$ cat src/hdl/shcf_pkg.sv
package shcf_pkg;

  localparam int DATA_W     = 8;
  localparam int PAT_BYTES_W = 64;
  localparam int PLEN_W     = 4;
  localparam int CFG_IDX_W  = 2;

  localparam logic [PAT_BYTES_W-1:0] PATTERN_BYTES_RST  = '0;
  localparam logic [PLEN_W-1:0]      PATTERN_LENGTH_RST = 4'd1;
  localparam logic [DATA_W-1:0]      END_CHARACTER_RST  = 8'd58;

  typedef enum logic [CFG_IDX_W-1:0] {
    CFG_PATTERN_BYTES  = 2'd0,
    CFG_PATTERN_LENGTH = 2'd1,
    CFG_END_CHARACTER  = 2'd2
  } cfg_idx_t;

  typedef enum logic [1:0] {
    PH_SEARCH,
    PH_SEEK,
    PH_REMOVED,
    PH_GIVEN_UP
  } phase_t;

  typedef enum logic [2:0] {
    ST_IDLE,
    ST_SRCH_DRAIN,
    ST_FLUSH_WIN,
    ST_MEM_RD,
    ST_MEM_EMIT,
    ST_EMIT_B,
    ST_FINISH
  } state_t;

  typedef struct packed {
    logic [DATA_W-1:0] out_byte;
    logic              has_byte;
    logic              run_last;
    logic              string_done;
    logic              header_found;
  } out_item_t;

endpackage

$ cat src/hdl/shcf_if.sv
interface shcf_feed_if;
  import shcf_pkg::*;

  logic              valid;
  logic              ready;
  logic [DATA_W-1:0] data_byte;
  logic              string_end;

  modport source (output valid, data_byte, string_end, input ready);
  modport sink   (input valid, data_byte, string_end, output ready);
endinterface

interface shcf_result_if;
  import shcf_pkg::*;

  logic              valid;
  logic              ready;
  logic [DATA_W-1:0] out_byte;
  logic              has_byte;
  logic              run_last;
  logic              string_done;
  logic              header_found;

  modport source (output valid, out_byte, has_byte, run_last, string_done, header_found,
                  input ready);
  modport sink   (input valid, out_byte, has_byte, run_last, string_done, header_found,
                  output ready);
endinterface

interface shcf_cfg_if;
  import shcf_pkg::*;

  logic                   valid;
  logic                   ready;
  logic [CFG_IDX_W-1:0]   index;
  logic [PAT_BYTES_W-1:0] wdata;

  modport source (output valid, index, wdata, input ready);
  modport sink   (input valid, index, wdata, output ready);
endinterface

$ cat src/hdl/stream_header_cut_filter_core.sv
// Header cut filter. Takes a string one byte per word, last byte flagged, and removes the
// first occurrence of the configured pattern together with the byte after it and everything
// up to and including the next end character, unless the string ends or the buffer fills
// first; other bytes pass through in order. Bytes of a partial match sit in a PATTERN_MAX-byte
// shift window, the header tail in a HOLD_DEPTH-entry buffer RAM. The window is checked
// against the pattern prefix combinationally, and the window drain and the single RAM
// read port are reused under a small sequencer; the input is not ready while a word is
// worked on. A header byte that is only stored is accepted and closed; a search byte or a
// passed byte is accepted, processed and closed. Bytes released from the window go out one
// at a time, a string end or an overflow adds a window flush, each byte released from the
// buffer RAM takes a registered read and an emit, and a full output stall holds the
// sequencer. The result has one output register, so the next byte can be taken while the
// last result waits. Configuration writes are taken in any cycle and act at once.
module stream_header_cut_filter_core #(
  parameter int PATTERN_MAX = 8,
  parameter int HOLD_DEPTH  = 32
) (
  input logic          clk,
  input logic          rst,
  shcf_feed_if.sink    feed,
  shcf_result_if.source result,
  shcf_cfg_if.sink     cfg
);
  import shcf_pkg::*;

  localparam int WCW = $clog2(PATTERN_MAX + 1);
  localparam int CW  = $clog2(HOLD_DEPTH + 1);
  localparam int AW  = $clog2(HOLD_DEPTH);

  // configuration registers
  logic [PAT_BYTES_W-1:0] pattern_bytes;
  logic [PLEN_W-1:0]      pattern_length;
  logic [DATA_W-1:0]      end_character;

  // control state
  state_t           state, state_next;
  phase_t           phase;
  logic [WCW-1:0]   win_count;
  logic [CW-1:0]    mem_count;
  logic [AW-1:0]    rd_idx;
  logic             extra;
  logic             emit_b;
  logic             out_v;
  logic             pend_v;

  // payload
  logic [DATA_W-1:0] win [PATTERN_MAX];
  logic [DATA_W-1:0] mem [HOLD_DEPTH];
  logic [DATA_W-1:0] mem_rdata;
  logic [DATA_W-1:0] cur_byte;
  logic              cur_last;
  logic [DATA_W-1:0] pend_byte;
  out_item_t         out_data;

  // combinational
  logic              accept;
  logic [WCW-1:0]    plen;
  logic              prefix_ok;
  logic [CW:0]       hold_sum;
  logic              end_hit;
  logic              over;
  logic              out_free;
  logic              can_push;
  logic              push;
  logic [DATA_W-1:0] push_byte;
  logic              pop_win;
  logic              srch_done;
  logic              mem_step;
  logic              mem_last;
  logic              fin_fire;
  logic              found;
  logic              out_load;
  out_item_t         out_load_data;

  assign cfg.ready = 1'b1;

  always_ff @(posedge clk) begin
    if (rst) begin
      pattern_bytes  <= PATTERN_BYTES_RST;
      pattern_length <= PATTERN_LENGTH_RST;
      end_character  <= END_CHARACTER_RST;
    end else if (cfg.valid) begin
      unique case (cfg.index)
        CFG_PATTERN_BYTES:  pattern_bytes  <= cfg.wdata;
        CFG_PATTERN_LENGTH: pattern_length <= cfg.wdata[PLEN_W-1:0];
        CFG_END_CHARACTER:  end_character  <= cfg.wdata[DATA_W-1:0];
        default: ;
      endcase
    end
  end

  // effective pattern length, clamped to 1..PATTERN_MAX
  always_comb begin
    if (pattern_length == '0) begin
      plen = WCW'(1);
    end else if (pattern_length > PLEN_W'(PATTERN_MAX)) begin
      plen = WCW'(PATTERN_MAX);
    end else begin
      plen = WCW'(pattern_length);
    end
  end

  // window vs pattern prefix, one byte compare per window slot
  always_comb begin
    prefix_ok = (win_count <= plen);
    for (int i = 0; i < PATTERN_MAX; i++) begin
      if (WCW'(i) < win_count && win[i] != pattern_bytes[8*i +: 8]) begin
        prefix_ok = 1'b0;
      end
    end
  end

  assign hold_sum = (CW+1)'(win_count) + (CW+1)'(mem_count);
  assign end_hit  = extra && (feed.data_byte == end_character);
  assign over     = (hold_sum >= (CW+1)'(HOLD_DEPTH));
  assign accept   = feed.valid && feed.ready;
  assign out_free = !out_v || result.ready;
  assign can_push = !pend_v || out_free;
  assign mem_last = ((CW'(rd_idx) + CW'(1)) == mem_count);
  assign found    = cur_last && (phase == PH_REMOVED);

  // sequencer outputs
  always_comb begin
    feed.ready = (state == ST_IDLE);
    push       = 1'b0;
    push_byte  = cur_byte;
    pop_win    = 1'b0;
    srch_done  = 1'b0;
    mem_step   = 1'b0;
    fin_fire   = 1'b0;
    unique case (state)
      ST_IDLE: ;
      ST_SRCH_DRAIN: begin
        if (win_count != '0 && !prefix_ok) begin
          push      = can_push;
          push_byte = win[0];
          pop_win   = can_push;
        end else begin
          srch_done = 1'b1;
        end
      end
      ST_FLUSH_WIN: begin
        if (win_count != '0) begin
          push      = can_push;
          push_byte = win[0];
          pop_win   = can_push;
        end
      end
      ST_MEM_RD: ;
      ST_MEM_EMIT: begin
        push      = can_push;
        push_byte = mem_rdata;
        mem_step  = can_push;
      end
      ST_EMIT_B: begin
        push      = can_push;
        push_byte = cur_byte;
      end
      ST_FINISH: begin
        fin_fire = out_free || (!pend_v && !cur_last);
      end
      default: ;
    endcase
  end

  // sequencer next state
  always_comb begin
    state_next = state;
    unique case (state)
      ST_IDLE: begin
        if (accept) begin
          unique case (phase)
            PH_SEARCH: state_next = ST_SRCH_DRAIN;
            PH_SEEK: begin
              priority if (end_hit) state_next = ST_FINISH;
              else if (over)        state_next = ST_FLUSH_WIN;
              else if (feed.string_end) state_next = ST_FLUSH_WIN;
              else                  state_next = ST_FINISH;
            end
            default: state_next = ST_EMIT_B;
          endcase
        end
      end
      ST_SRCH_DRAIN: begin
        if (srch_done) state_next = cur_last ? ST_FLUSH_WIN : ST_FINISH;
      end
      ST_FLUSH_WIN: begin
        if (win_count == '0) begin
          priority if (mem_count != '0) state_next = ST_MEM_RD;
          else if (emit_b)              state_next = ST_EMIT_B;
          else                          state_next = ST_FINISH;
        end
      end
      ST_MEM_RD: state_next = ST_MEM_EMIT;
      ST_MEM_EMIT: begin
        if (mem_step) begin
          priority if (!mem_last) state_next = ST_MEM_RD;
          else if (emit_b)        state_next = ST_EMIT_B;
          else                    state_next = ST_FINISH;
        end
      end
      ST_EMIT_B: begin
        if (push) state_next = ST_FINISH;
      end
      ST_FINISH: begin
        if (fin_fire) state_next = ST_IDLE;
      end
      default: state_next = ST_IDLE;
    endcase
  end

  // pending word goes out with run_last clear when a newer one follows,
  // and with the closing flags when the input word is done
  always_comb begin
    out_load      = 1'b0;
    out_load_data = '0;
    if (push && pend_v) begin
      out_load               = 1'b1;
      out_load_data.out_byte = pend_byte;
      out_load_data.has_byte = 1'b1;
    end else if (fin_fire && pend_v) begin
      out_load                   = 1'b1;
      out_load_data.out_byte     = pend_byte;
      out_load_data.has_byte     = 1'b1;
      out_load_data.run_last     = 1'b1;
      out_load_data.string_done  = cur_last;
      out_load_data.header_found = found;
    end else if (fin_fire && cur_last) begin
      out_load                   = 1'b1;
      out_load_data.run_last     = 1'b1;
      out_load_data.string_done  = 1'b1;
      out_load_data.header_found = found;
    end
  end

  always_ff @(posedge clk) begin
    if (rst) begin
      state     <= ST_IDLE;
      phase     <= PH_SEARCH;
      win_count <= '0;
      mem_count <= '0;
      rd_idx    <= '0;
      extra     <= 1'b0;
      emit_b    <= 1'b0;
      out_v     <= 1'b0;
      pend_v    <= 1'b0;
    end else begin
      state <= state_next;

      if (out_load) out_v <= 1'b1;
      else if (result.ready) out_v <= 1'b0;
      if (push) pend_v <= 1'b1;
      else if (fin_fire) pend_v <= 1'b0;

      if (accept) begin
        rd_idx <= '0;
        emit_b <= 1'b0;
        unique case (phase)
          PH_SEARCH: win_count <= win_count + WCW'(1);
          PH_SEEK: begin
            priority if (end_hit) begin
              win_count <= '0;
              mem_count <= '0;
              phase     <= PH_REMOVED;
            end else if (over) begin
              phase  <= PH_GIVEN_UP;
              emit_b <= 1'b1;
            end else begin
              mem_count <= mem_count + CW'(1);
              extra     <= 1'b1;
            end
          end
          default: ;
        endcase
      end

      if (srch_done && win_count == plen) begin
        phase <= PH_SEEK;
        extra <= 1'b0;
      end

      if (pop_win) win_count <= win_count - WCW'(1);

      if (mem_step) begin
        if (mem_last) mem_count <= '0;
        else rd_idx <= rd_idx + AW'(1);
      end

      if (fin_fire && cur_last) begin
        phase     <= PH_SEARCH;
        win_count <= '0;
        mem_count <= '0;
        extra     <= 1'b0;
      end
    end
  end

  // payload registers
  always_ff @(posedge clk) begin
    if (accept) begin
      cur_byte <= feed.data_byte;
      cur_last <= feed.string_end;
    end
    if (accept && phase == PH_SEARCH) begin
      for (int i = 0; i < PATTERN_MAX; i++) begin
        if (win_count == WCW'(i)) win[i] <= feed.data_byte;
      end
    end else if (pop_win) begin
      for (int i = 0; i < PATTERN_MAX - 1; i++) begin
        win[i] <= win[i+1];
      end
    end
    if (push) pend_byte <= push_byte;
    if (out_load) out_data <= out_load_data;
  end

  // header tail buffer
  always_ff @(posedge clk) begin
    if (accept && phase == PH_SEEK && !end_hit && !over) begin
      mem[mem_count[AW-1:0]] <= feed.data_byte;
    end
    mem_rdata <= mem[rd_idx];
  end

  assign result.valid        = out_v;
  assign result.out_byte     = out_data.out_byte;
  assign result.has_byte     = out_data.has_byte;
  assign result.run_last     = out_data.run_last;
  assign result.string_done  = out_data.string_done;
  assign result.header_found = out_data.header_found;

endmodule

$ cat src/flat_wrapper.sv
// flat-port wrapper written by rule: the top's interface ports become plain ports
module stream_header_cut_filter_core_flat import shcf_pkg::*;
#(
  parameter int PATTERN_MAX = 8,
  parameter int HOLD_DEPTH  = 32
)
  (clk, rst, feed_valid, feed_data_byte, feed_string_end, feed_ready, result_valid, result_out_byte, result_has_byte, result_run_last, result_string_done, result_header_found, result_ready, cfg_valid, cfg_index, cfg_wdata, cfg_ready);
  shcf_feed_if feed_i ();
  shcf_result_if result_i ();
  shcf_cfg_if cfg_i ();
  input logic clk;
  input logic rst;
  input wire logic [$bits(feed_i.valid)-1:0] feed_valid;
  input wire logic [$bits(feed_i.data_byte)-1:0] feed_data_byte;
  input wire logic [$bits(feed_i.string_end)-1:0] feed_string_end;
  output wire logic [$bits(feed_i.ready)-1:0] feed_ready;
  output wire logic [$bits(result_i.valid)-1:0] result_valid;
  output wire logic [$bits(result_i.out_byte)-1:0] result_out_byte;
  output wire logic [$bits(result_i.has_byte)-1:0] result_has_byte;
  output wire logic [$bits(result_i.run_last)-1:0] result_run_last;
  output wire logic [$bits(result_i.string_done)-1:0] result_string_done;
  output wire logic [$bits(result_i.header_found)-1:0] result_header_found;
  input wire logic [$bits(result_i.ready)-1:0] result_ready;
  input wire logic [$bits(cfg_i.valid)-1:0] cfg_valid;
  input wire logic [$bits(cfg_i.index)-1:0] cfg_index;
  input wire logic [$bits(cfg_i.wdata)-1:0] cfg_wdata;
  output wire logic [$bits(cfg_i.ready)-1:0] cfg_ready;
  assign feed_i.valid = feed_valid;
  assign feed_i.data_byte = feed_data_byte;
  assign feed_i.string_end = feed_string_end;
  assign feed_ready = feed_i.ready;
  assign result_valid = result_i.valid;
  assign result_out_byte = result_i.out_byte;
  assign result_has_byte = result_i.has_byte;
  assign result_run_last = result_i.run_last;
  assign result_string_done = result_i.string_done;
  assign result_header_found = result_i.header_found;
  assign result_i.ready = result_ready;
  assign cfg_i.valid = cfg_valid;
  assign cfg_i.index = cfg_index;
  assign cfg_i.wdata = cfg_wdata;
  assign cfg_ready = cfg_i.ready;
  stream_header_cut_filter_core #(.PATTERN_MAX(PATTERN_MAX), .HOLD_DEPTH(HOLD_DEPTH)) u_core (.clk(clk), .rst(rst), .feed(feed_i), .result(result_i), .cfg(cfg_i));
endmodule
$ cat config.mk
export PLATFORM = sky130hd
export DESIGN_NAME = stream_header_cut_filter_core_flat
export DESIGN_NICKNAME = d
export VERILOG_FILES = /design/src/hdl/shcf_pkg.sv /design/src/hdl/shcf_if.sv /design/src/hdl/stream_header_cut_filter_core.sv /design/src/flat_wrapper.sv
export SDC_FILE = /design/constraint.sdc
export NUM_CORES = 1
export LEC_CHECK = 0
export BUFFER_PORTS_ARGS = -buffer_cell sky130_fd_sc_hd__buf_2
export CAP_MARGIN = 10
export CORE_MARGIN = 4
export CORE_UTILIZATION = 55
export CTS_BUF_LIST = sky130_fd_sc_hd__clkbuf_8 sky130_fd_sc_hd__clkbuf_16
export DETAILED_ROUTE_END_ITERATION = 8
export PLACE_DENSITY_LB_ADDON = 0.05
export SLEW_MARGIN = 10
export SYNTH_ARGS = -nofsm -noshare
export SYNTH_HDL_FRONTEND = slang
export SYNTH_SLANG_ARGS = --single-unit
export TNS_END_PERCENT = 10
$ cat constraint.sdc
create_clock -name clk -period 9 [get_ports clk]
set_input_delay 0.9 -clock clk [delete_from_list [all_inputs] [get_ports clk]]
set_output_delay 0.9 -clock clk [all_outputs]
set_load 0.05 [all_outputs]
; ---- Word-level counts from Yosys, hierarchy flattened
; Memories as Yosys holds them, arrays and structs flattened. A register that Yosys moved wholly into a read port is not among the register bits.
; Index checks and enable logic that the tools add are counted.
[op_classes]
mul = 0
addsub = 6
n_div = 0
n_bitwise = 9
muxes = 107
shifts = 0
n_lt_le_gt_ge = 11
n_reduce_logical = 57
n_eq_ne = 35
[ops]
columns = op, count
row1 = 2-to-1 mux 8 bit, 10
row2 = inequality test 8 bit, 8
row3 = 2-to-1 mux 1 bit, 57
row4 = 2-to-1 mux 3 bit, 15
row5 = 2-to-1 mux 6 bit, 6
row6 = one-hot mux 8 bit (3 select lines), 1
row7 = logical AND 1 bit, 21
row8 = one-hot mux 3 bit (7 select lines), 1
row9 = 2-to-1 mux 4 bit, 5
row10 = 2-to-1 mux 9 bit, 2
row11 = "equality test 4 x 3 -> 1 bit, second input constant", 4
row12 = "less-than comparator 3 x 4 -> 1 bit, first input constant", 4
row13 = 2-to-1 mux 5 bit, 3
row14 = nonzero test 2 bit, 6
row15 = "inequality test 2 x 1 -> 1 bit, second input constant", 5
row16 = "equality test 3 bit, second input constant", 3
row17 = AND reduction 3 bit, 3
row18 = "equality test 4 x 2 -> 1 bit, second input constant", 2
row19 = equality test 8 bit, 1
row20 = zero test 4 bit, 2
row21 = "less-than comparator 1 x 4 -> 1 bit, first input constant", 2
row22 = "less-than comparator 2 x 4 -> 1 bit, first input constant", 2
row23 = one-hot mux 4 bit (2 select lines), 1
row24 = OR reduction 8 bit, 1
row25 = other kinds (36), 60
[totals]
word_cells = 248
input_bits = 80
out_inout_bits = 15
n_memories = 2
latchBits = 0
register_bits = 129
mem_bits_ro = 0
ramBits = 320
[memory_table]
columns = name, words, word_bits, read_ports, rd_ports_with_merged_regs, wr, line
row1 = u_core.mem, 32, 8, 1, 1, 1, stream_header_cut_filter_core.sv:48  ; logic [DATA_W-1:0] mem [HOLD_DEPTH];
row2 = u_core.win, 8, 8, 8, 0, 7, stream_header_cut_filter_core.sv:47  ; logic [DATA_W-1:0] win [PATTERN_MAX];

; ---- Longest topological paths before layout
; Gate-level depths: netlist of the first run.
[logic_depth]
depth_word = 21
ltp_mapped = 14
mapped_depth_nobuf = 12

; ---- Worst setup path before layout of the first run
; Ideal clock, no wire load.
[synth_path]
path_kind = reg2reg
startpoint = reg u_core.win_count[0]
endpoint = reg u_core.out_data (netlist bit u_core.result.has_byte) (enable)
setup_slack_ns = 5.540
n_path_buf = 3
period_less_slack_ns = 3.460
required_time_ns = 8.602
path_stages_with_launch = 13
setup_ns = 0.398
t_arrival_ns = 3.063
path_cell_list = dfxtp_1 inv_1 ha_1 clkbuf_1 and2_1 buf_4 a21oi_1 a211o_1 nor3_4 a21boi_0 clkbuf_1 o21ai_0 o21ai_0
[synth_between]
elab_chain_len = 16
word_cells_on_any_way = 33
cone_classes = order compare (9) / mux (12) / reduce/logical (12)
[synth_rtl]
columns = item, line
row1 = start: declaration, stream_header_cut_filter_core.sv:38  ; logic [WCW-1:0] win_count;
row2 = start signal: assignment, stream_header_cut_filter_core.sv:259  ; PH_SEARCH: win_count <= win_count + WCW'(1);
row3 = start signal: assignment, stream_header_cut_filter_core.sv:282  ; if (pop_win) win_count <= win_count - WCW'(1);
row4 = less-than comparator 1 x 4 -> 1 bit, stream_header_cut_filter_core.sv:107  ; if (WCW'(i) < win_count && win[i] != pattern_bytes[8*i +: 8]) begin
row5 = logical AND 1 bit, stream_header_cut_filter_core.sv:107
row6 = 2-to-1 mux 1 bit (8 in series), stream_header_cut_filter_core.sv:107
row7 = zero test 1 bit, stream_header_cut_filter_core.sv:134  ; if (win_count != '0 && !prefix_ok) begin
row8 = logical AND 1 bit, stream_header_cut_filter_core.sv:134
row9 = 2-to-1 mux 1 bit, stream_header_cut_filter_core.sv:134
row10 = one-hot mux 1 bit (3 select lines) (*), stream_header_cut_filter_core.sv:131  ; unique case (state)
row11 = logical AND 1 bit (*), stream_header_cut_filter_core.sv:217  ; if (push && pend_v) begin
row12 = 2-to-1 mux 1 bit (*), stream_header_cut_filter_core.sv:217
row13 = via u_core.out_load, stream_header_cut_filter_core.sv:72  ; logic out_load;
row14 = end signal: assignment, stream_header_cut_filter_core.sv:314  ; if (out_load) out_data <= out_load_data;
row15 = end: declaration, stream_header_cut_filter_core.sv:53  ; out_item_t out_data;
; Mark *: on every way through the listed nets, which the timed path passes. The rest lies on a longest branch.
; A chain may end at the register's enable or synchronous reset.

==> summary.md, run 1 <==
| Metric | Value |
|---|---|
| Final setup TNS | `0 ns` |
| Leakage | `7.50 nW` |
| Post-place setup slack | `5.18 ns` |
| First-pass GRT wire length | `66.5 mm` |
| Top cells by count, synth | `edfxtp_1 (349), nand2_1 (196), dfxtp_1 (108)` |
| DIE AREA | `38600 um2` |
| Yosys top cell by area | `edfxtp_1` |
| EDFF count, synth | `349` |
| Detailed-route DRC error count | `0` |
| Worst hold-check path type | `reg2reg` |
| Avg Cell Area, Syn | `roughly 14 um2` |
| Critical path class | `reg2reg` |
| PortBufs | `93` |
| Critical Path Start Type | `flip-flop` |
| Area after DPL | `a little over 20000 um2` |
| Nets | `~1500` |
| Cells after Synth | `~1400` |
| Crit path DAT | `between 4 and 5 ns` |
| Setup Buffers After CTS | `0` |
| Final setup viols | `0` |
| Number of max-cap violations | `0` |
| Sequential element share of the synthesized area | `between 60 and 70%` |
| Total gr overflow | `0` |
| Crit path max fanout | `56` |
| Top FF cell, synth | `edfxtp_1` |
| RD Place Congestion | `roughly 0.85` |
| Switching part of the total power | `28.6%` |
| Remaining antenna violation count | `0` |
| Area share of the largest cell type after synthesis | `between 50% and 60%` |
| WHS | `between 0.4 and 0.5 ns` |
| Top area cells in the synthesized netlist | `edfxtp_1 (54%), dfxtp_1 (11%), mux4_2 (9.2%)` |
| Distinct cells, synth | `67` |
| Die Y | `197 um` |
| Die width | `between 150 and 200 um` |
| Initial drt markers | `around 930` |
| Clock power share | `roughly a third` |
| Placeable Area | `about 35000 um2` |
| Vias in the first global route | `11127` |
| Clock Latency Late Sink | `0.57 ns` |
| Worst Max-Slew Pin Slew | `roughly 1.0 ns` |
| Syn Std Cell Area | `between 15000 and 20000 um2` |
| Sw Pwr | `between 1.5 and 2 mW` |
| #FFs+latches synth | `457` |
| Clock transition at the registers of the reported paths | `around 0.06 ns` |
| Status | `complete, no violations` |
| Clk_skew | `0.0119 ns` |
| Total GRT Usage | `between 20% and 30%` |
| CTS tree | `done` |
| Post-DR vias/cell | `just under 6` |
| Slew Viols, Final | `0` |
| Max Clk Rate | `roughly 260 MHz` |
| # hold bufs at CTS | `0` |
| Sequential share of power | `46.5%` |
| Period utilization | `a little over two fifths` |
| CTS Sinks | `around 460` |
| Row cnt | `just under 70` |
| Critical Path RT | `roughly 9.3 ns` |
| Largest net degree at the start of global routing | `86` |
| Hold Vio Cnt, Final | `0` |
| Worst vdd ir | `0.187 mV` |
| Post-synth ARST share | `0%` |
| Design area | `about 22000 um2` |
| Placed cells | `1853` |
| Initial antenna violation count | `1` |
| CTS buffer count | `47` |
| YS warnings | `0` |
| P_int | `~4.2 mW` |
| Root Driver | `clkbuf_16` |
| Ports | `between 90 and 100` |
| Drt total wl | `approximately 43 mm` |
| Via Count | `around 11000` |
| Max H-tree Level | `2` |
| Wirelength per Cell | `22.2 um` |
| Comb pwr share | `21.3%` |
| Crit. End Element | `flip-flop` |
| FILL cells | `around 2600` |
| Initial Util | `between 50% and 60%` |
| Post-CTS sizing | `0` |
| RSZ-0062 raised after global routing | `no` |
| Layout Area Growth over Synthesis | `11.7%` |
| Multi-input logic area | `around 6500 um2` |
| Detailed placer's ending HPWL | `roughly 28 mm` |
| Slew HR | `30.0%` |
| PD cells | `269 nW/um2` |
| Fin crit period | `3.89 ns` |
| DR pass1 iterations | `6` |
| Post-Layout Cell Count | `1939` |
| Most frequent cell after synthesis | `edfxtp_1` |
| ANT cells | `0` |
| Layout cells sized above 1 | `22.1%` |
| Synthesized Nets | `roughly 1500` |
| CTS Buffer Depth | `3` |
| Reg area | `~13000 um2` |
| Crit path setup slack, layout | `slightly above 5 ns` |
-- cell usage in the layout, fill, tap and decap left out, types with 7 or more instances in the layout --
master       n
nor2b_1     14
xnor2_1     38
o21ai_0     13
nand2b_1     7
mux2i_1     13
ha_1        17
mux2_4      24
mux4_2      80
o211ai_1     9
a22o_1       8
nand3_1     17
clkinv_1    13
nor2_1      70
dfxtp_1    106
clkinv_2    10
a21oi_1    106
inv_1       20
and2_1      10
a31oi_1      7
edfxtp_1   349
mux2_2      26
clkbuf_16   49
nand4_1     12
buf_4       16
nor4_1      12
nand3b_1     8
nor3_1       9
buf_2       93
xor2_1      45
nand2_1    196
-- state kept, by name, summed over array words and instances (netlist names), 2 cells and up --
| name | flops |
|---|---|
| u_core.pend_byte | 8 |
| u_core.mem_count | 6 |
| u_core.mem_rdata | 8 |
| u_core.pattern_bytes | 64 |
| u_core.pattern_length | 4 |
| u_core.end_character | 8 |
| u_core.cur_byte | 8 |
| u_core.win | 64 |
| u_core.state | 3 |
| u_core.rd_idx | 5 |
| u_core.phase | 2 |
| u_core.result.out_byte | 8 |
| u_core.mem | 256 |
| u_core.win_count | 4 |
-- per-layer routing --
| layer | vias up | global-route usage (%) | routed length, um |
|---|---|---|---|
| li1 | 5261 | - | - |
| met1 | 5774 | 34.3 | 20000 |
| met2 | 351 | 33.3 | 19400 |
| met3 | 62 | 4.22 | 2780 |
| met4 | 2 | 5.69 | 787 |
| met5 | - | 0 | 13 |
-- kinds of logic (layout without fill, tap and decap cells) --
group           after synthesis  after routing  share of synthesized area [%]
flops                       457            457                           64.7
simple gates                392            392                           9.50
compound gates              180            180                           5.49
mux                         143            143                           13.2
buf+inv                      94            210                           2.21
xor+xnor                     83             83                           3.72
fa+ha+maj                    18             18                           1.19
other cells                   1              1                         0.0192
-- power groups by stage --
| stage | logic [mW] | clock network (mW) | registers, mW |
|---|---|---|---|
| 2_1_floorplan | 1.02 | 0 | 2.71 |
| 3_3_place_gp | 1.23 | 0 | 2.78 |
| 3_5_place_dp | 1.25 | 0 | 2.78 |
| 4_1_cts | 1.26 | 1.93 | 2.74 |
| 5_1_grt | 1.36 | 2.01 | 2.76 |
| 6_report | 1.25 | 1.89 | 2.74 |
-- worst max-delay path, stage by stage (launching register included) --
cell and delay (ns):
dfxtp_1 0.41, inv_1 0.18, ha_1 0.38, and2_1 0.46, a21oi_1 0.11, a211o_1 0.28
nor3_4 0.25, a21oi_2 0.08, buf_4 0.22, nor2_4 0.13, buf_4 0.65, mux2_2 0.42
-- through the flow --
step	power, mW	utilization (%)
4_1_cts	5.92	62.8
3_3_place_gp	4.01	58.5
3_5_place_dp	4.03	58.5
5_1_grt	6.14	62.8
2_1_floorplan	3.73	-
6_report	5.88	62.8
-- final cells by class --
cell class | instances | area share (%)
sequential | 457 | 57.9
tap | 455 | 2.61
clock inverter | 36 | 1.19
multi-input combinational | 817 | 29.7
inverter | 15 | 0.258
clock buffer | 50 | 5.68
timing repair buffer | 109 | 2.68
-- final timing paths --
path,end,cells past startpoint,slack [ns],start
hold / removal,u_core.pattern_bytes[39],2,0.46,u_core.pattern_bytes[39]
hold reg to reg,u_core.pattern_bytes[39],2,0.46,u_core.pattern_bytes[39]
setup / recovery,u_core.win[0][4],11,5.11,u_core.win_count[1]
setup reg to reg,u_core.win[0][4],11,5.11,u_core.win_count[1]
Power figures use the tool's default switching activity.
==> inputs of run 2 (changes only) <==
==> constraint.sdc (replaced) <==
create_clock -name clk -period 3.7 [get_ports clk]
set_input_delay 0.37 -clock clk [delete_from_list [all_inputs] [get_ports clk]]
set_output_delay 0.37 -clock clk [all_outputs]
set_load 0.05 [all_outputs]
==> summary.md, run 2 (same netlist as run 1, synthesis figures left out) <==
| Metric | Value |
|---|---|
| Total GRT Usage | `23.1% (+0.82 points)` |
| Clk_skew | `0.0143 ns (+0.00235 ns)` |
| Number of max-cap violations | `0 (unchanged)` |
| Fin crit period | `3.15 ns (-0.740 ns)` |
| Period utilization | `85.2% (+42 points)` |
| Placeable Area | `34800 um2 (unchanged)` |
| Final setup TNS | `0 ns (unchanged)` |
| Max Clk Rate | `317 MHz (+23%)` |
| Slew Viols, Final | `0 (unchanged)` |
| Crit path max-delay cell type | `dfxtp_1` |
| Worst hold-check path type | `in2reg` |
| Vias in the first global route | `11147 (+0.18%)` |
| Initial antenna violation count | `1 (unchanged)` |
| Largest net degree at the start of global routing | `65 (-24%)` |
| Clock Latency Late Sink | `0.55 ns (-0.02 ns)` |
| Initial Util | `56.2% (unchanged)` |
| Most common cell after layout, fill and taps aside | `edfxtp_1` |
| Layout cells sized above 1 | `24.2% (+2.1 points)` |
| Total gr overflow | `0 (unchanged)` |
| Via Count | `11546 (+0.84%)` |
| CTS Buffer Depth | `3 (unchanged)` |
| PortBufs | `93 (unchanged)` |
| Crit path DAT | `3.40 ns (-0.81 ns)` |
| DIE AREA | `38600 um2 (unchanged)` |
| Final setup viols | `0 (unchanged)` |
| Number of flip-flops in the largest register | `256 (unchanged)` |
| Critical path class | `reg2reg` |
| Status | `complete, no violations` |
| Remaining antenna violation count | `0 (unchanged)` |
| RD Place Congestion | `0.876 (+2.6%)` |
| Worst Max-Slew Pin Slew | `0.901 ns (-0.144 ns)` |
| Drt total wl | `44.8 mm (+4.3%)` |
| Layout Area Growth over Synthesis | `13.3%` |
| Critical Path Start Type | `flip-flop` |
| Post-place setup slack | `0.244 ns (-4.94 ns)` |
| Total power draw | `14.2 mW (+140%)` |
| Slew HR | `39.9% (+9.9 points)` |
| DR pass1 iterations | `5 (-1)` |
| Critical Path RT | `3.95 ns (-5.36 ns)` |
| Root Driver | `clkbuf_16` |
| CTS Sinks | `457 (unchanged)` |
| CTS tree | `done` |
| Post-DR vias/cell | `5.83 (-1.3%)` |
| Detailed placer's ending HPWL | `29.9 mm (+6.3%)` |
| Worst vdd ir | `0.475 mV (+150%)` |
| Hold Vio Cnt, Final | `0 (unchanged)` |
| Largest stage delay, worst path | `0.53 ns (-0.12 ns)` |
| Ports | `95 (unchanged)` |
| Detailed-route DRC error count | `0 (unchanged)` |
| Initial drt markers | `1260 (+36%)` |
| RSZ-0062 raised after global routing | `no` |
| Crit. End Element | `flip-flop` |
| Crit path setup slack, layout | `0.546 ns (-4.56 ns)` |
| Die Y | `197 um (unchanged)` |
| Clock transition at the registers of the reported paths | `0.06 ns (about the same)` |
| Max H-tree Level | `2 (unchanged)` |
| Nets | `1590 (+2.9%)` |
| PD cells | `640 nW/um2 (+140%)` |
| Wirelength per Cell | `22.6 um (+2.0%)` |
| Die width | `197 um (unchanged)` |
| First-pass GRT wire length | `68.1 mm (+2.4%)` |
| Commonest cells after routing, fill and taps aside | `edfxtp_1 (349), nand2_1 (196), a21oi_1 (106), dfxtp_1 (106), buf_2 (93)` |
| Leakage | `7.75 nW (+3.3%)` |
| CTS buffer count | `46 (-2.1%)` |
| Crit path max fanout | `12 (-79%)` |
| Row cnt | `68 (unchanged)` |
| Crit path cell chain | `inv_1 > ha_1 > and2_1 > a21oi_1 > a211o_1 > nor3_4 > a21boi_1 > o21ai_0 > o21ai_1 > buf_4` |
run 2: cell count changes in the layout (fill, tap and decap cells not counted), moves of 3 or more:
cell	previous run	this run
buf_4	16	61
bufinv_16	4	1
clkbuf_8	1	4
clkinv_1	13	9
clkinv_2	10	6
inv_1	20	24
run 2: repair_timing:
| item | 4_1_cts | 5_1_grt |
|---|---|---|
| hold buffers | 0 | 0 |
| gates resized for setup | 0 | 1 |
| endpoints found under the setup margin | 0 | 12 |
| buffers inserted | 0 | 0 |
run 2: per-stage QoR:
step	hold slack [ns]	util (%)	instance area (um2)	cells
floorplan	0.440	-	19600	1368
global placement	0.457	59.5	20700	1899
detailed placement	0.462	59.5	20700	1899
CTS	0.0261	63.7	22200	1981
global route	0.0450	63.7	22200	1981
finish	0.0496	63.7	22200	1982
run 2: worst max-delay path: cells and delay by family, from the launching register on:
kind	cells	cell delay (ns)
adders and majority gates	1	0.32
and+or+nand+nor	2	0.34
buffers and inverters	2	0.37
DFF	1	0.53
AOI/OAI and AO/OA	5	1.30
run 2: area by class of cell:
| class | instances | area (um2) |
|---|---|---|
| flip-flops and latches | 457 | 12600 |
| fillers | 2541 | 12600 |
| multi-input cells | 817 | 6480 |
| clock buffers | 54 | 1310 |
| repair buffers | 155 | 943 |
| well taps | 455 | 569 |
| clock inverters | 28 | 143 |
| inverters | 15 | 56.3 |
| diodes | 1 | 2.50 |
run 2: final timing paths:
kind | end | cells past startpoint | startpoint | slack (ns)
max | u_core.result.out_byte[2] | 10 | u_core.win_count[0] | 0.55
min | u_core.pattern_bytes[32] | 3 | cfg_wdata[32] | 0.05
max reg2reg | u_core.result.out_byte[2] | 10 | u_core.win_count[0] | 0.55
min reg2reg | u_core.pattern_bytes[47] | 2 | u_core.pattern_bytes[47] | 0.47
run 2: power by group:
group / switching, mW / internal (mW)
combinational: 1.79 / 1.38
clock: 1.86 / 2.56
sequential: 0.392 / 6.20
run 2: layer usage:
| metal | vias up | GRT usage [%] | share of wire, % |
|---|---|---|---|
| li1 | 5357 | - | - |
| met1 | 5772 | 36.2 | 47 |
| met2 | 362 | 34.1 | 45 |
| met3 | 55 | 4.97 | 7.3 |
| met4 | 0 | 4.45 | 1.4 |
| met5 | - | 0 | 0 |
==> inputs of run 3 (changes only) <==
--- a/config.mk
+++ b/config.mk
@@ -9,7 +9,7 @@
 export CAP_MARGIN = 10
 export CORE_MARGIN = 4
 export CORE_UTILIZATION = 55
-export CTS_BUF_LIST = sky130_fd_sc_hd__clkbuf_8 sky130_fd_sc_hd__clkbuf_16
+export CTS_BUF_LIST = sky130_fd_sc_hd__clkbuf_8
 export DETAILED_ROUTE_END_ITERATION = 8
 export PLACE_DENSITY_LB_ADDON = 0.05
 export SLEW_MARGIN = 10
==> summary.md, run 3 (same netlist as run 1, synthesis figures left out) <==
| Metric | Value |
|---|---|
| Placeable Area | `34800 um2 (unchanged)` |
| First-pass GRT wire length | `69.8 mm (+2.5%)` |
| Initial drt markers | `1225 (-2.8%)` |
| Clock Latency Late Sink | `0.63 ns (+0.08 ns)` |
| Total GRT Usage | `23.8% (+0.71 points)` |
| FF-to-FF End | `u_core.result.out_byte[1]` |
| Die Y | `197 um (unchanged)` |
| Crit path DAT | `3.51 ns (+0.11 ns)` |
| Initial antenna violation count | `1 (unchanged)` |
| Post-DR vias/cell | `5.70 (-2.2%)` |
| Worst vdd ir | `0.411 mV (-13%)` |
| Hold Vio Cnt, Final | `0 (unchanged)` |
| Util after Layout | `65.0% (+1.3 points)` |
| Crit path max fanout | `12 (unchanged)` |
| FILL cells | `2507 (-1.3%)` |
| CTS tree | `done` |
| Row cnt | `68 (unchanged)` |
| Slew Viols, Final | `0 (unchanged)` |
| Largest net degree at the start of global routing | `65 (unchanged)` |
| Worst Max-Slew Pin Slew | `0.873 ns (-0.0281 ns)` |
| Worst hold-check path type | `in2reg` |
| RR Startpoint | `u_core.win_count[0]` |
| Slew HR | `41.8% (+1.9 points)` |
| DIE AREA | `38600 um2 (unchanged)` |
| R2R cell count | `10 (unchanged)` |
| Number of max-cap violations | `0 (unchanged)` |
| Initial Util | `56.2% (unchanged)` |
| Max H-tree Level | `3 (+1)` |
| Commonest cells after routing, fill and taps aside | `edfxtp_1 (349), nand2_1 (196), a21oi_1 (106), dfxtp_1 (106), buf_2 (93)` |
| Drt total wl | `45.7 mm (+2.0%)` |
| Wirelength per Cell | `21.9 um (-3.2%)` |
| WHS | `0.0591 ns (+0.00945 ns)` |
| RD Place Congestion | `0.876 (unchanged)` |
| Hold path start | `cfg_wdata[3]` |
| Critical Path RT | `4.01 ns (+0.06 ns)` |
| Layout cells sized above 1 | `24.5% (+0.26 points)` |
| PD cells | `608 nW/um2 (-5.1%)` |
| Period utilization | `86.5% (+1.3 points)` |
| Die width | `197 um (unchanged)` |
| Max Clk Rate | `312 MHz (-1.5%)` |
| CTS buffer count | `74 (+61%)` |
| Hold path depth | `3 (unchanged)` |
| Worst hold endpoint | `u_core.pattern_bytes[3]` |
| Nets | `1676 (+5.4%)` |
| CTS Sinks | `457 (unchanged)` |
| Status | `complete, no violations` |
| Root Driver | `clkbuf_8` |
| CP startpoint | `u_core.win_count[0]` |
| Clk_skew | `0.0268 ns (+0.0125 ns)` |
| Crit path cell chain | `inv_1 > ha_1 > and2_1 > a21oi_1 > a211o_1 > nor3_4 > a21boi_1 > o21ai_0 > o21ai_1 > buf_4` |
| Final setup viols | `0 (unchanged)` |
| RSZ-0062 raised after global routing | `no` |
| Critical path class | `reg2reg` |
| Crit path max-delay cell type | `dfxtp_1` |
| Most common cell after layout, fill and taps aside | `edfxtp_1` |
| CTS Buffer Depth | `3 (unchanged)` |
| Delay-heaviest family, CP | `compound AO/OA/AOI/OAI gates` |
| Setup Buffers After CTS | `0 (unchanged)` |
| Multi-input logic area | `6480 um2 (unchanged)` |
| Reg2Reg Setup Slack | `0.50 ns (-0.05 ns)` |
| Detailed placer's ending HPWL | `29.9 mm (unchanged)` |
| Via Count | `11897 (+3.0%)` |
| Crit. End Element | `flip-flop` |
| Layout Area Growth over Synthesis | `15.6%` |
| Vias in the first global route | `11622 (+4.3%)` |
| Reg area | `12600 um2 (unchanged)` |
| Total gr overflow | `0 (unchanged)` |
| Leakage | `8.02 nW (+3.6%)` |
| Largest stage delay, worst path | `0.54 ns (about the same)` |
| Total power draw | `13.7 mW (-3.1%)` |
| Final setup TNS | `0 ns (unchanged)` |
| Detailed-route DRC error count | `0 (unchanged)` |
| Clock transition at the registers of the reported paths | `0.06 ns (about the same)` |
| Remaining antenna violation count | `0 (unchanged)` |
| Ports | `95 (unchanged)` |
| Fin crit period | `3.20 ns (+0.0469 ns)` |
| Critical Path Start Type | `flip-flop` |
| DR pass1 iterations | `8 (+3)` |
| Crit path buf inv count | `2 (unchanged)` |
| PortBufs | `93 (unchanged)` |
| Number of flip-flops in the largest register | `256 (unchanged)` |
run 3: changes by cell type in the layout (fill, tap and decap cells not counted):
cell,before,now
clkinv_2,6,7
bufinv_16,1,0
clkinvlp_4,1,3
inv_1,24,43
clkbuf_16,50,0
dlygate4sd3_1,0,58
clkinv_1,9,8
clkbuf_8,4,82
run 3: power by group:
part	switching (mW)	internal, mW
sequential	0.394	6.20
combinational	1.79	1.42
clock	1.91	2.02
run 3: metal layers:
| layer | track usage (%) | routed length [um] | part of all wire [%] | vias up |
|---|---|---|---|---|
| li1 | - | - | - | 5536 |
| met2 | 35.1 | 20400 | 45 | 390 |
| met5 | 0 | 0 | 0 | - |
| met1 | 36.2 | 21100 | 46 | 5901 |
| met3 | 6.05 | 3380 | 7.4 | 70 |
| met4 | 5.84 | 818 | 1.8 | 0 |
run 3: what timing repair did:
| item | CTS | global route |
|---|---|---|
| endpoints found under the setup margin | 0 | 12 |
| hold endpoints to repair | 60 | 0 |
| resized for setup | 0 | 1 |
| hold buffers | 58 | 0 |
run 3: how the worst max path moves through the flow:
stage	endpoint	slack (ns)	depth (start not counted)
final	u_core.result.out_byte[1]	0.50	10
after CTS	u_core.result.out_byte[1]	0.23	10
after detailed placement	u_core.result.out_byte[1]	0.24	10
after global placement	u_core.result.run_last	0.41	10
after global routing	u_core.result.out_byte[0]	0.24	10
after floorplan	u_core.result.has_byte	0.24	12
run 3: final cells by class:
class / count / share of cell area (%)
Antenna cell: 1 / 0.0111
Clock buffer: 82 / 4.99
Clock inverter: 48 / 0.885
Inverter: 15 / 0.249
Multi-Input combinational cell: 817 / 28.7
Sequential cell: 457 / 55.9
Tap cell: 455 / 2.52
Timing Repair Buffer: 213 / 6.74
run 3: per-stage QoR:
| stage | area, um2 | setup slack, ns | instances |
|---|---|---|---|
| global route | 22600 | 0.238 | 2087 |
| CTS | 22600 | 0.231 | 2087 |
| global placement | 20700 | 0.407 | 1899 |
| detailed placement | 20700 | 0.244 | 1899 |
| floorplan | 19600 | 0.240 | 1368 |
| finish | 22600 | 0.499 | 2088 |
run 3: worst min-delay path, delay by kind of cell:
kind | cells | cell delay [ns]
AO/OA/AOI/OAI | 1 | 0.05
AND/OR/NAND/NOR | 1 | 0.06
buffers and inverters | 1 | 0.14
